### config.mk
export PLATFORM = sky130hd
export DESIGN_NAME = prefix_digit_run_scanner_core
export DESIGN_NICKNAME = d
export VERILOG_FILES = /design/src/hdl/pdrs_pkg.sv /design/src/hdl/prefix_digit_run_scanner_core.sv
export SDC_FILE = /design/constraint.sdc
export NUM_CORES = 1
export LEC_CHECK = 0
export ABC_CLOCK_PERIOD_IN_PS = 5600
export BUFFER_PORTS_ARGS = -buffer_cell sky130_fd_sc_hd__buf_2
export CAP_MARGIN = 5
export CORE_UTILIZATION = 39
export CTS_CLUSTER_SIZE = 10
export DETAILED_ROUTE_END_ITERATION = 7
export PLACE_DENSITY = 0.69
export SYNTH_ARGS = -nofsm -noshare
export SYNTH_HDL_FRONTEND = slang
export SYNTH_SLANG_ARGS = --single-unit
export TNS_END_PERCENT = 5
### constraint.sdc
create_clock -name clk -period 5.6 [get_ports clk]
set_clock_uncertainty 0.05 [all_clocks]
set_input_delay 0.84 -clock clk [delete_from_list [all_inputs] [get_ports clk]]
set_output_delay 0.84 -clock clk [all_outputs]
set_load 0.02 [all_outputs]
### src/hdl/pdrs_pkg.sv
package pdrs_pkg;

  localparam int PREFIX_LEN_DEF = 7;
  localparam int MAX_DIGITS_DEF = 16;

  localparam int CFG_DATA_W  = 56;
  localparam int CFG_INDEX_W = 1;
  localparam int MIN_W       = 5;
  localparam int LEN_W       = 5;
  localparam int BCD_OUT_W   = 64;
  localparam int CNT_W       = 32;
  localparam int IN_DATA_W   = 8;
  // run_length + digits_bcd + found_total + short_total, padded to whole bytes
  localparam int OUT_FIELDS_W = LEN_W + BCD_OUT_W + 2 * CNT_W;
  localparam int OUT_DATA_W   = ((OUT_FIELDS_W + 7) / 8) * 8;

  localparam logic [CFG_DATA_W-1:0] PREFIX_RESET = 56'h23_2323_494D_4549; // "###IMEI"
  localparam logic [MIN_W-1:0]      MIN_RESET    = 5'd15;

  localparam logic [CFG_INDEX_W-1:0] CFG_PREFIX = 1'b0;
  localparam logic [CFG_INDEX_W-1:0] CFG_MIN    = 1'b1;

  localparam logic [7:0] CH_0 = 8'h30;
  localparam logic [7:0] CH_9 = 8'h39;

  localparam logic STATUS_FOUND = 1'b0;
  localparam logic STATUS_SHORT = 1'b1;

endpackage

### src/hdl/prefix_digit_run_scanner_core.sv
// Prefix / digit-run scanner.
// Input stream: one byte per transfer on in_tdata (in_tvalid/in_tready).
// The last PREFIX_LEN bytes form a sliding window; when it matches the
// configured prefix the window is emptied and ASCII digits are collected.
// A run ends on a non-digit byte or when MAX_DIGITS digits are held; each
// ended run gives one transfer on the out_ channel: out_tuser is the status
// (0 found, 1 too short), out_tdata holds length, BCD digits and the two
// wrapping run counters.
// Throughput: one byte per cycle unless the output stalls. Latency: the result
// is on out_tvalid the cycle after the byte that ends the run; all work is one
// combinational step between the scanner state and the output register.
// The output register is a single stage: while it holds an untaken result
// in_tready follows out_tready, so a stalled receiver holds off the input.
// Configuration (cfg_wr_en/cfg_index/cfg_data) is written while idle; the
// user must keep to this, the block does not enforce it. Reset (rst_n low,
// synchronous) clears the window, run state, counters and the output valid
// flag, and loads the default prefix "###IMEI" and a minimum run of 15 digits.
module prefix_digit_run_scanner_core #(
  parameter int PREFIX_LEN = pdrs_pkg::PREFIX_LEN_DEF,
  parameter int MAX_DIGITS = pdrs_pkg::MAX_DIGITS_DEF
) (
  input  logic                              clk,
  input  logic                              rst_n,
  input  logic                              cfg_wr_en,
  input  logic [pdrs_pkg::CFG_INDEX_W-1:0]  cfg_index,
  input  logic [pdrs_pkg::CFG_DATA_W-1:0]   cfg_data,
  input  logic                              in_tvalid,
  output logic                              in_tready,
  input  logic [pdrs_pkg::IN_DATA_W-1:0]    in_tdata,   // [7:0] byte_in
  output logic                              out_tvalid,
  input  logic                              out_tready,
  // [4:0] run_length, [68:5] digits_bcd, [100:69] found_total,
  // [132:101] short_total, [135:133] zero
  output logic [pdrs_pkg::OUT_DATA_W-1:0]   out_tdata,
  output logic                              out_tuser   // [0] run_status
);
  import pdrs_pkg::*;

  localparam int WIN_W  = 8 * PREFIX_LEN;
  localparam int FILL_W = $clog2(PREFIX_LEN + 1);
  localparam int TOT_W  = $clog2(MAX_DIGITS + 1);
  localparam int BCD_W  = 4 * MAX_DIGITS;
  localparam logic [FILL_W-1:0] FILL_FULL = FILL_W'(PREFIX_LEN);
  localparam logic [TOT_W-1:0]  TOT_MAX   = TOT_W'(MAX_DIGITS);

  logic [CFG_DATA_W-1:0] prefix_r;
  logic [MIN_W-1:0]      min_digits_r;

  logic [WIN_W-1:0]  win_r,  win_nxt;
  logic [FILL_W-1:0] fill_r, fill_nxt;
  logic              coll_r, coll_nxt;
  logic [TOT_W-1:0]  total_r, total_nxt;
  logic [BCD_W-1:0]  bcd_r, bcd_nxt;
  logic [CNT_W-1:0]  found_r, found_nxt;
  logic [CNT_W-1:0]  short_r, short_nxt;

  logic              out_valid_r, out_valid_nxt;
  logic              out_status_r, out_status_nxt;
  logic [LEN_W-1:0]  out_len_r, out_len_nxt;
  logic [BCD_W-1:0]  out_bcd_r, out_bcd_nxt;

  logic                 acc;
  logic                 load;
  logic [7:0]           c;
  logic                 is_digit;
  logic [BCD_W-1:0]     bcd_dig;
  logic [TOT_W-1:0]     total_inc;
  logic [TOT_W-1:0]     end_len;
  logic                 found;
  logic [BCD_OUT_W+7:0] pat_ext;

  assign in_tready = !out_valid_r || out_tready;
  assign acc       = in_tvalid && in_tready;
  assign c         = in_tdata;
  assign is_digit  = (c >= CH_0) && (c <= CH_9);
  assign total_inc = total_r + 1'b1;
  assign pat_ext   = (BCD_OUT_W + 8)'(prefix_r);

  always_comb begin
    bcd_dig = bcd_r;
    for (int i = 0; i < MAX_DIGITS; i++) begin
      if (total_r == TOT_W'(i)) begin
        bcd_dig[4*i +: 4] = c[3:0];
      end
    end
  end

  always_comb begin
    win_nxt     = win_r;
    fill_nxt    = fill_r;
    coll_nxt    = coll_r;
    total_nxt   = total_r;
    bcd_nxt     = bcd_r;
    found_nxt   = found_r;
    short_nxt   = short_r;
    load        = 1'b0;
    end_len     = total_r;
    out_bcd_nxt = out_bcd_r;
    if (acc) begin
      if (coll_r && is_digit) begin
        bcd_nxt = bcd_dig;
        if (total_inc == TOT_MAX) begin
          load        = 1'b1;
          end_len     = total_inc;
          out_bcd_nxt = bcd_dig;
          coll_nxt    = 1'b0;
          total_nxt   = '0;
        end else begin
          total_nxt = total_inc;
        end
      end else begin
        if (coll_r) begin
          load        = 1'b1;
          end_len     = total_r;
          out_bcd_nxt = bcd_r;
          coll_nxt    = 1'b0;
          total_nxt   = '0;
        end
        win_nxt  = WIN_W'({win_r, c});
        fill_nxt = (fill_r == FILL_FULL) ? FILL_FULL : fill_r + 1'b1;
        if (fill_nxt == FILL_FULL && win_nxt == pat_ext[WIN_W-1:0]) begin
          coll_nxt  = 1'b1;
          total_nxt = '0;
          fill_nxt  = '0;
          bcd_nxt   = '0;
        end
      end
    end
    found = LEN_W'(end_len) >= min_digits_r;
    if (load) begin
      if (found) begin
        found_nxt = found_r + 1'b1;
      end else begin
        short_nxt = short_r + 1'b1;
      end
    end
    out_status_nxt = load ? (found ? STATUS_FOUND : STATUS_SHORT) : out_status_r;
    out_len_nxt    = load ? LEN_W'(end_len) : out_len_r;
    out_valid_nxt  = load ? 1'b1 : (out_tready ? 1'b0 : out_valid_r);
  end

  always_ff @(posedge clk) begin
    if (!rst_n) begin
      prefix_r     <= PREFIX_RESET;
      min_digits_r <= MIN_RESET;
    end else if (cfg_wr_en) begin
      case (cfg_index)
        CFG_PREFIX: prefix_r     <= cfg_data;
        CFG_MIN:    min_digits_r <= cfg_data[MIN_W-1:0];
        default: ;
      endcase
    end
  end

  always_ff @(posedge clk) begin
    if (!rst_n) begin
      win_r       <= '0;
      fill_r      <= '0;
      coll_r      <= 1'b0;
      total_r     <= '0;
      bcd_r       <= '0;
      found_r     <= '0;
      short_r     <= '0;
      out_valid_r <= 1'b0;
    end else begin
      win_r       <= win_nxt;
      fill_r      <= fill_nxt;
      coll_r      <= coll_nxt;
      total_r     <= total_nxt;
      bcd_r       <= bcd_nxt;
      found_r     <= found_nxt;
      short_r     <= short_nxt;
      out_valid_r <= out_valid_nxt;
    end
  end

  always_ff @(posedge clk) begin
    out_status_r <= out_status_nxt;
    out_len_r    <= out_len_nxt;
    out_bcd_r    <= out_bcd_nxt;
  end

  assign out_tvalid = out_valid_r;
  assign out_tuser  = out_status_r;
  assign out_tdata  = OUT_DATA_W'({short_r, found_r, BCD_OUT_W'(out_bcd_r), out_len_r});

  // counters shown with a result are those after it was counted
  a_len_bound: assert property (@(posedge clk) disable iff (!rst_n)
    out_valid_r |-> out_len_r <= LEN_W'(MAX_DIGITS))
    else $error("run length above maximum");

  a_status: assert property (@(posedge clk) disable iff (!rst_n)
    out_valid_r |-> ((out_status_r == STATUS_FOUND) == (out_len_r >= min_digits_r)))
    else $error("run status disagrees with length");

  a_one_count: assert property (@(posedge clk) disable iff (!rst_n)
    load |=> (found_r + short_r) == ($past(found_r) + $past(short_r) + 1'b1))
    else $error("ended run not counted exactly once");

  a_idle_total: assert property (@(posedge clk) disable iff (!rst_n)
    !coll_r |-> total_r == '0)
    else $error("digit count held outside a run");

  a_fill_bound: assert property (@(posedge clk) disable iff (!rst_n)
    fill_r <= FILL_FULL)
    else $error("window fill overrun");

endmodule
; Word level (Yosys, flattened, before mapping)
; Index checks and enable logic that the tools add are counted.
[totals]
input_bits = 70
wordCells = 103
out_inout_bits = 139
regBits = 317
[op_classes]
reduce_logical = 20
n_eq_ne = 20
n_addsub = 4
n_bitwise = 3
n_mux = 40
n_lt_le_gt_ge = 3
[ops]
columns = op, n
row1 = $mux 64, 5
row2 = $add 32x1->32 const B, 2
row3 = $mux 4, 16
row4 = $eq 56x56->1, 1
row5 = $eq 5x4->1 const B, 8
row6 = $mux 5, 7
row7 = $eq 5x3->1 const B, 4
row8 = $reduce_and 2->1, 8
row9 = $eq 5x2->1 const B, 2
row10 = $mux 1, 10
row11 = $ge 8x6->1 const B, 1
row12 = $le 8x6->1 const B, 1
row13 = $eq 3x3->1 const B, 2
row14 = $mux 3, 2
row15 = $reduce_bool 2->1, 3
row16 = $add 5x1->5 const B, 1
row17 = $eq 5x1->1 const B, 1
row18 = $eq 5x5->1 const B, 1
row19 = $ge 5x5->1, 1
row20 = $logic_not 5->1, 1
row21 = $logic_and 1x1->1, 4
row22 = $add 3x1->3 const B, 1
row23 = $not 1->1, 3
row24 = $reduce_and 3->1, 1
row25 = 4 further kinds, 4

; Logic depth before layout (Yosys ltp)
[logic_depth]
depth_word = 8
mapped_depth = 18
depth_no_buf = 16

; Least setup slack after synthesis
; Ideal clock, no wire load.
[synth_path]
path_type = input to register
start = input port in_tdata[6] (netlist bit)
end = register short_r[24]
path_stages = 14
n_path_buf = 2
required_ns = 5.480
setup_slack_ns = 1.223
arrival_ns = 4.257
setup_ns = 0.070
path_cell_list = nor4bb_1 > nand3_1 > clkbuf_1 > nor2_1 > nand2_1 > mux2_2 > ha_1 > a21o_1 > a21oi_1 > o21ai_0 > or4_4 > buf_6 > or3_1 > a21oi_1
[synth_via]
elab_chain_len = 8
elab_cells_between_ends = 11
classes_between = order compare: 3 / mux: 4 / bitwise: 1 / reduce/logical: 3
[synth_lines]
columns = element, line_no
row1 = start: declaration, prefix_digit_run_scanner_core.sv:29  ; input logic [pdrs_pkg::IN_DATA_W-1:0] in_tdata,
row2 = $ge 8x6->1 or $le 8x6->1 (tied branches), prefix_digit_run_scanner_core.sv:75  ; assign is_digit = (c >= CH_0) && (c <= CH_9);
row3 = $logic_and 1x1->1 *, prefix_digit_run_scanner_core.sv:75
row4 = $logic_and 1x1->1 *, prefix_digit_run_scanner_core.sv:100  ; if (coll_r && is_digit) begin
row5 = $mux 5 *, prefix_digit_run_scanner_core.sv:100
row6 = $mux 5 *, prefix_digit_run_scanner_core.sv:99  ; if (acc) begin
row7 = named net end_len[1], prefix_digit_run_scanner_core.sv:68  ; logic [TOT_W-1:0] end_len;
row8 = $ge 5x5->1 *, prefix_digit_run_scanner_core.sv:129  ; found = LEN_W'(end_len) >= min_digits_r;
row9 = $not 1->1 (no source line) *, -
row10 = $reduce_and 2->1 (no source line) *, -
row11 = end signal: assignment, prefix_digit_run_scanner_core.sv:172  ; short_r <= short_nxt;
row12 = end: declaration, prefix_digit_run_scanner_core.sv:55  ; logic [CNT_W-1:0] short_r, short_nxt;
; The timed path passes the listed nets; every way through them passes the cells marked *.
; A chain may end at the register's enable or synchronous reset.

; Worst setup path after layout
[layout_path]
start = register total_r[1]
end = register found_r[28]
[layout_via]
elab_chain_len = 7
elab_cells_between_ends = 10
classes_between = add/sub: 1 / order compare: 1 / eq/ne: 1 / mux: 6 / reduce/logical: 1
[layout_lines]
columns = element, line_no
row1 = start: declaration, prefix_digit_run_scanner_core.sv:52  ; logic [TOT_W-1:0] total_r, total_nxt;
row2 = start signal: assignment, prefix_digit_run_scanner_core.sv:169  ; total_r <= total_nxt;
row3 = $add 5x1->5, prefix_digit_run_scanner_core.sv:76  ; assign total_inc = total_r + 1'b1;
row4 = $eq 5x5->1, prefix_digit_run_scanner_core.sv:102  ; if (total_inc == TOT_MAX) begin
row5 = $mux 5, prefix_digit_run_scanner_core.sv:102
row6 = $mux 5, prefix_digit_run_scanner_core.sv:100
row7 = $mux 5, prefix_digit_run_scanner_core.sv:99
row8 = $ge 5x5->1, prefix_digit_run_scanner_core.sv:129
row9 = $reduce_and 2->1 (no source line) *, -
row10 = end signal: assignment, prefix_digit_run_scanner_core.sv:171  ; found_r <= found_nxt;
row11 = end: declaration, prefix_digit_run_scanner_core.sv:54  ; logic [CNT_W-1:0] found_r, found_nxt;
; Every way passes the cells marked *; elsewhere a longest branch is shown, timed or not.

==> results by group <==
Floorplan
  – Rows: 68
  – Die ar.: 35,700 sq um
  – Starting Density: 0.395
  – Die W: 189 um
  – CORE AREA: 34,500 sq um
  – Die Y: 189 um
  – IO Pins: 209

Clocking
  – CTS Buf Count: 38
  – Hold buffers post-CTS: 0
  – Worst-skew pair later-pin latency: 0.51 ns
  – CTS clk-pin slew, worst paths: 0.06 ns
  – H-Tree Depth: 2
  – Clock sinks: 317
  – CTS tree: built
  – Clk root buf: clkbuf_16
  – Longest Clk Path Bufs: 3
  – Post-cts resize count: 0
  – Postcts setup bufs: 0

Cells and area
  – Area Overhead vs Synth: 18.7%
  – Final Cell Area: 16,200 sq um
  – Nets@finish: 1,774
  – Multi-input logic area: 6050 sq um
  – Layout cell share with drive strength beyond 1: 0.196
  – Fillers: 3,300
  – Register area: 7050 sq um

Power
  – Switching Fraction: 0.219
  – Share of total power in the clock network: 0.470
  – Combinational share of power: 0.042
  – Peak VDD IR: 0.000174 V
  – Pleak: 5.79 nW
  – Flop pwr share: 0.489
  – PD cells: 302 nW/um^2
  – P_int: 0.00381 W
  – NetSw: 0.00107 W

STA
  – Setup TNS: 0 ns
  – Part of the cycle the worst path needs: 0.817
  – Post-layout min period: 4.58 ns
  – Final hold violation count: 0
  – # setup viols final: 0
  – Max-slew violation count: 0
  – Slew Limit Headroom: 0.308
  – RSZ-0062 raised after global routing: no
  – Fmax: 0.219 GHz
  – Worst-margin pin slew: 1.04 ns

Synth
  – Synthesized instance count: 1,519
  – Synth Flop Type: dfxtp_1
  – Largest area contributor in the netlist: dfxtp_1
  – Count leader, synth: nand2_1
  – Syn Std Cell Area: 13,600 sq um
  – Post-synth cell types: 57
  – Ys async rst share: 0
  – Area share of the largest cell type after synthesis: 0.363
  – Fraction of the yosys area taken by sequential cells: 0.518
  – Synth Register Bits: 317
  – Ranking of synthesized cells by area: dfxtp_1 36%, edfxtp_1 15%, nand2_1 10%, a21oi_1 4.7%, mux2_2 4.7%
  – Yosys warns: 0
  – Post-synth EDFFs: 70
  – Syn avg cell area: 8.96 sq um
  – Synth top cells by count: 361 x nand2_1, 247 x dfxtp_1, 129 x a21oi_1

Setup path
  – Crit. End Element: flip-flop
  – Data required, critical path: 5.98 ns
  – Peak per-stage delay on the critical path: 0.70 ns
  – RR Endpoint: found_r[28]
  – CP top delay family: simple AND/OR/NAND/NOR gates
  – WP buf/inv: 2
  – FF-to-FF Start: total_r[1]
  – CP arrival: 4.96 ns
  – Crit path max fanout: 20
  – Path depth of the worst reg2reg path: 16
  – Critical setup path kind: reg -> reg
  – Setup crit start kind: flip-flop
  – CP most frequent cell: ha_1
  – R2R Setup Slk: 1.02 ns
  – Slowest cell on the critical path: or4_1
  – Crit-path cells: ha_1, and3_1, ha_1, a211oi_4, inv_1, ha_1, mux2i_1, ha_1, nand2b_1, a21o_1, a21oi_1, o21ai_0, buf_4, nand4_1, or4_1, a21oi_1

Routing
  – 1st-iter DRT viols: 1,087
  – Drt total wl: 37,200 um
  – Antenna viol nets, final: 0
  – Pre-antenna DRT Iters: 5
  – Avg Vias per Cell: 5.32
  – Drc violations: 0
  – Vias: 11,600
  – Wire per inst: 17.1 um

Worst hold path
  – Worst hold endpoint: bcd_r[7]
  – Worst hold stages: 2
  – Hold WC Path Type: reg -> reg
  – Hold Path Origin: bcd_r[7]

GRT
  – Largest net degree at the start of global routing: 96
  – GRT Overall Usage: 0.204
  – Initial antenna violation count: 9
  – Vias in the first global route: 10,700
  – Global-route wire length before repair: 58,200 um
  – Grt total ovfl: 0

Place
  – RePlAce Congestion: 0.825
  – DP Area: 15,000 sq um
  – # port buffers: 205
  – Final HPWL DP: 24,800 um

Status
  – Run status: complete, no violations

Run
  – Max Cap Viol: 0
-- cells by family after synthesis --
family	share of synthesized area
AND/OR/NAND/NOR	0.214
flip-flops	0.518
AO/OA/AOI/OAI	0.115
buffers and inverters	0.0393
XOR/XNOR	0.0502
multiplexers	0.0501
adder cells (fa/ha/maj)	0.0129
other	0.000275
-- placed cells by master, fill, tap and decap left out, types with 2 or more instances in the layout --
cell type	synthesis	final
a2111oi_0	4	4
nand2b_1	18	18
mux2_2	57	57
ha_1	14	14
xnor2_1	60	60
clkbuf_16	0	41
o31ai_1	9	9
o21ai_0	32	32
nand3_1	63	62
o2111a_1	3	3
nand4_1	25	25
edfxtp_1	70	70
nor4_1	24	24
and3_1	9	9
and4_1	3	3
a221oi_1	2	2
nor3_1	23	23
buf_2	2	204
nor4b_1	4	4
clkbuf_8	0	4
and2_1	8	8
or4_1	10	10
mux2i_1	4	4
a21oi_1	129	129
diode_2	0	6
conb_1	1	3
a211oi_1	6	6
nor2b_1	12	11
or3_1	15	15
o211ai_1	4	4
buf_4	3	20
nor2_1	66	65
xor2_1	18	18
inv_1	38	38
clkbuf_1	85	17
o22ai_1	64	64
nand2_1	361	361
dfxtp_1	247	247
-- layout make-up --
| cell class | instances | area share |
|---|---|---|
| sequential | 317 | 0.436 |
| multi-input combinational | 1069 | 0.375 |
| timing repair buffer | 224 | 0.0725 |
| clock buffer | 62 | 0.0709 |
| tap | 455 | 0.0352 |
| inverter | 40 | 0.00945 |
| antenna | 6 | 0.000930 |
-- per-layer routing --
metal | share of wire | GRT usage
met5 | 0.0018 | 0
met4 | 0.029 | 0.0704
met3 | 0.079 | 0.0494
met2 | 0.44 | 0.311
met1 | 0.45 | 0.280
-- tightest hold or removal path: stages (launching register included) --
cell	delay (ns)
dfxtp_1	0.31
nand2_1	0.05
o22ai_1	0.05
-- worst max-delay path by stage --
stage	start	endpoint	slack, ns	depth (start not counted)
finish	total_r[1]	found_r[28]	1.02	16
CTS	total_r[1]	found_r[28]	1.04	16
global placement	in_tdata[6]	found_r[28]	1.01	15
floorplan	in_tdata[6]	short_r[24]	1.22	14
global route	total_r[1]	found_r[31]	0.69	18
detailed placement	in_tdata[6]	found_r[28]	0.90	15
-- power groups by stage --
stage	Clock, W	Combinational (W)	Sequential (W)
finish	0.00229	0.000202	0.00238
CTS	0.00233	0.000202	0.00238
detailed placement	0	0.000201	0.00243
floorplan	0	0.000129	0.00242
global placement	0	0.000198	0.00243
global route	0.00243	0.000224	0.00239
-- flip-flops by register name, indices dropped and copies added, names as in the netlist --
| signal | cells |
|---|---|
| bcd_r | 64 |
| out_bcd_r | 64 |
| prefix_r | 56 |
| win_r | 48 |
| found_r | 32 |
| short_r | 32 |
| min_digits_r | 5 |
| out_len_r | 5 |
| total_r | 5 |
| fill_r | 3 |
| coll_r | 1 |
| out_tuser | 1 |
| out_tvalid | 1 |
-- per-stage QoR --
step                worst slack, ns  utilization  power [W]  std cells  hold WS, ns
global route                  0.688        0.468    0.00504       2169        0.418
CTS                            1.04        0.468    0.00491       2167        0.402
global placement               1.01        0.435    0.00263       2105        0.390
finish                         1.02        0.469    0.00487       2173        0.403
floorplan                      1.22            -    0.00255       1521        0.379
detailed placement            0.901        0.435    0.00263       2105        0.393
Note: power is estimated with default switching activity, not from simulation.
